### config.mk
export PLATFORM = sky130hd
export DESIGN_NAME = epb_ram
export DESIGN_NICKNAME = d
export VERILOG_FILES = /design/src/hdl/epb_ram.sv
export SDC_FILE = /design/constraint.sdc
export NUM_CORES = 1
export LEC_CHECK = 0
export ABC_CLOCK_PERIOD_IN_PS = 2200
export BUFFER_PORTS_ARGS = -buffer_cell sky130_fd_sc_hd__buf_2
export CORE_ASPECT_RATIO = 0.9
export CORE_MARGIN = 8
export CORE_UTILIZATION = 54
export CTS_CLUSTER_DIAMETER = 200
export CTS_CLUSTER_SIZE = 25
export DETAILED_ROUTE_END_ITERATION = 10
export MAX_ROUTING_LAYER = met4
export PLACE_DENSITY = 0.84
export SLEW_MARGIN = 20
export SYNTH_ARGS = -nofsm -noshare
export SYNTH_HDL_FRONTEND = slang
export SYNTH_SLANG_ARGS = --single-unit
export TNS_END_PERCENT = 50
### constraint.sdc
create_clock -name clk -period 2.2 [get_ports clk]
set_clock_uncertainty 0.1 [all_clocks]
set_input_delay 0.66 -clock clk [delete_from_list [all_inputs] [get_ports clk]]
set_output_delay 0.66 -clock clk [all_outputs]
set_load 0.01 [all_outputs]
### src/hdl/epb_ram.sv
// Generic simple dual-port RAM, one write port and one registered read port.
// No dependencies.
`default_nettype none
module epb_ram #(
    parameter int WIDTH = 8,
    parameter int DEPTH = 16
) (
    input  wire logic                     clk,
    input  wire logic                     wr_en,
    input  wire logic [$clog2(DEPTH)-1:0] wr_addr,
    input  wire logic [WIDTH-1:0]         wr_data,
    input  wire logic [$clog2(DEPTH)-1:0] rd_addr,
    output      logic [WIDTH-1:0]         rd_data
);

    logic [WIDTH-1:0] mem [DEPTH];

    always_ff @(posedge clk)
    begin
        if (wr_en)
        begin
            mem[wr_addr] <= wr_data;
        end
        rd_data <= mem[rd_addr];
    end

endmodule
`default_nettype wire

======== After elaboration in Yosys (flattened, before gate mapping) ========
Memories as Yosys holds them, arrays and structs flattened. A register that Yosys moved wholly into a read port is not among the register bits.
Index checks and enable logic that the tools add are counted.
operators by class
  $add $sub $neg .......................... 0
  $mul .................................... 0
  div/mod/pow operators ................... 0
  order comparisons ....................... 0
  eq/ne operators ......................... 0
  shift operators ......................... 0
  mux-type cells .......................... 2
  bitwise operators ....................... 0
  reductions and logical operators ........ 0
operators with widths
  kind              count
  2-to-1 mux 1 bit  2
word-level totals
  register bits after elaboration ......... 0
  bits in latches ......................... 0
  bits in writable memories ............... 128
  memory bits (read-only) ................. 0
  input bits .............................. 18
  output and inout bits ................... 8
  logic and storage cells ................. 3
  memories kept ........................... 1
memories
  name  words  width  rd ports  clocked after Yosys merged registers in  wr ports  RTL line  text
  mem   16     8      1         1                                        1         16        logic [WIDTH-1:0] mem [DEPTH];

======== Depth between registers and ports, before layout ========
  depth after elaboration ................. 2
  gate-level depth with buffers ........... 5

======== Worst setup path before layout ========
OpenSTA, ideal clock, no wires.
  path type ............................... in2reg
  from .................................... input port wr_addr[2]
  to ...................................... memory mem[0][0] (enable)
  library setup time ...................... 0.383 ns
  data arrival time ....................... 1.770 ns
  required time ........................... 1.717 ns
  setup slack ............................. -0.053 ns
  stages .................................. 2
  path buffers ............................ 0
  cell sequence ........................... or3b_2 -> nor3_1
RTL lines
  element             RTL line  text
  start: declaration  10        input wire logic [$clog2(DEPTH)-1:0] wr_addr,
  end: declaration    16
Straight into the memory's write port.

======== Final worst setup path ========
  from .................................... register rd_data[1], read port of mem
  to ...................................... output port rd_data[1]
RTL lines
  element             RTL line  text
  start: declaration  13        output logic [WIDTH-1:0] rd_data
No word-level cell between the ends.

==> metrics <==
Final Core Density=0.674; maximum clock insertion buffer count=2; port bufs=25; Worst Path Arrival=0.99 ns; pwr dens=1020 nW/um^2; crit end category=output port; total power=6.33 mW; commonest non-fill, non-tap cell in the layout=edfxtp_1; crit path cell chain=buf_2; met1 global-route usage=0.189; worst path bufs/invs=1; CP top delay family=flip-flops; DRC=0; Req. time, crit path=1.44 ns; Placed Area=5540 sq um; max_slew headroom=0.656; Final Max Slew Viols=0; sequential area share after synthesis=0.778; clock sinks=136; RD Place Congestion=0.764; antenna violations before repair=1; Syn Inst Count=229; final wirelength=9.83 mm; hpwl dp=6.03 mm; Core ar.=9210 sq um; most frequent cells in the layout=edfxtp_1 (128), buf_2 (25), buf_4 (21); drt pass-1 iters=4; die width=119 um; grt total ovfl=0; Final period util=0.794; final cell count without fillers=422; Fill cells=554; Ports=26; Finish-stage setup viols=0; layout cells sized above 1=0.331; Max FO, Critical Path=1; total number of vias=2428; antenna viol nets, final=0; met3 usage=0.0491; CP Launch Type=flop; CP max-delay cell=dfxtp_1; Clock Latency Late Sink=0.52 ns; post-CTS sizing=0; GR Util met2=0.274; Hold/Removal Path Class=input pin to flop; CTS clk-pin slew, worst paths=0.06 ns; post-synth net total=247; max-capacitance violation count=0; cts bufs inserted=17; endpoints failing hold=0; max frequency=572 MHz; die footprint=12900 sq um; Hold-fix buffers, CTS=0; Layout area overhead=20.6%; drt wl/cell=23.3 um; Initial Util=0.559; clk root buf=clkbuf_8; crit path time final=1.75 ns; Leak Pwr=2.15 nW; CP max stage delay=0.34 ns; Worst Tran Pin Value=0.514 ns; average size of a mapped cell=22.5 sq um; Synth cell types=19; R2R Setup Slk=0.70 ns; Yosys reg bits=136; busiest layer in global routing=met2; DRT iter0 DRCs=223; GRT Util Overall=0.167; peak supply drop=0.000528 V; FF/Latch Area=4000 sq um; Inst Count DP=389; final instance area=6210 sq um; vias in the first global route=2547; Post CTS Setup Buffer Count=0; # nets final=304; die height=109 um; Post-Syn Area=5150 sq um; run status=complete, no violations; H-Tree Depth=4; CTS tree=yes; first-pass GRT wire length=14.9 mm; setup repair after global routing missed its margin=no; tightest hold margin=0.430 ns; Via density=5.75; CP Class=flop to output port; Yosys warnings=0; largest net degree at the start of global routing=33; area of the multi-input gates=1060 sq um; # rows=33
worst paths after layout:
kind	depth (start not counted)	startpoint	end
max	1	rd_data[1]$_DFF_P_	rd_data[1]
max reg2reg	3	mem[1][5]$_DFFE_PP_	rd_data[5]$_DFF_P_
min reg2reg	3	mem[12][5]$_DFFE_PP_	rd_data[5]$_DFF_P_
min	1	wr_data[4]	mem[4][4]$_DFFE_PP_
state kept, by name, summed over array words and instances, names as in the netlist:
name,flops
rd_data,8
mem,128
per-stage QoR:
stage / worst slack [ns] / setup TNS, ns
final: 0.453 / 0
after global routing: 0.405 / 0
after CTS: 0.424 / 0
after detailed placement: -0.0354 / -0.0354
after global placement: -0.0199 / -0.0199
after floorplan: 0.174 / 0
cell usage after synthesis:
master / instances / area share
nand2b_1: 2 / 0.0024
dfxtp_1: 8 / 0.031
buf_6: 3 / 0.0066
or3b_2: 1 / 0.0017
and2b_1: 1 / 0.0015
and2_1: 1 / 0.0012
nand3_1: 1 / 0.00097
nor2_1: 13 / 0.0095
edfxtp_1: 128 / 0.75
mux4_1: 14 / 0.071
nand2_1: 9 / 0.0066
nand3b_1: 2 / 0.0029
buf_4: 1 / 0.0015
mux4_2: 18 / 0.079
buf_2: 3 / 0.0029
a22oi_1: 16 / 0.023
nor2b_1: 1 / 0.0012
nor3_1: 4 / 0.0039
clkdlybuf4s25_2: 3 / 0.0058
power breakdown:
| group | switching [mW] | total, mW | internal [mW] |
|---|---|---|---|
| clock | 1.00 | 3.14 | 2.13 |
| sequential | 0.0169 | 2.91 | 2.90 |
| combinational | 0.156 | 0.278 | 0.121 |
| total | 1.18 | 6.33 | 5.15 |
cell families (layout without fill, tap and decap cells):
family          count (synthesis)  in the layout  share of synthesized area
other cells                     0              1                          0
compound gates                 16             16                     0.0233
simple gates                   35             35                     0.0318
buf+inv                        10             80                     0.0168
mux                            32             32                      0.150
flops                         136            136                      0.778
cell type report:
| class | instances | share of cell area |
|---|---|---|
| diodes | 1 | 0.000403 |
| clock buffers | 20 | 0.0717 |
| clock inverters | 12 | 0.0355 |
| multi-input cells | 83 | 0.171 |
| flip-flops and latches | 136 | 0.645 |
| well taps | 122 | 0.0246 |
| repair buffers | 48 | 0.0520 |
routing by layer:
metal	vias up	part of all wire
met5	-	0
met3	14	0.058
li1	1092	-
met2	76	0.52
met1	1246	0.40
met4	0	0.017
No activity file was read; power rests on OpenSTA's default activity.
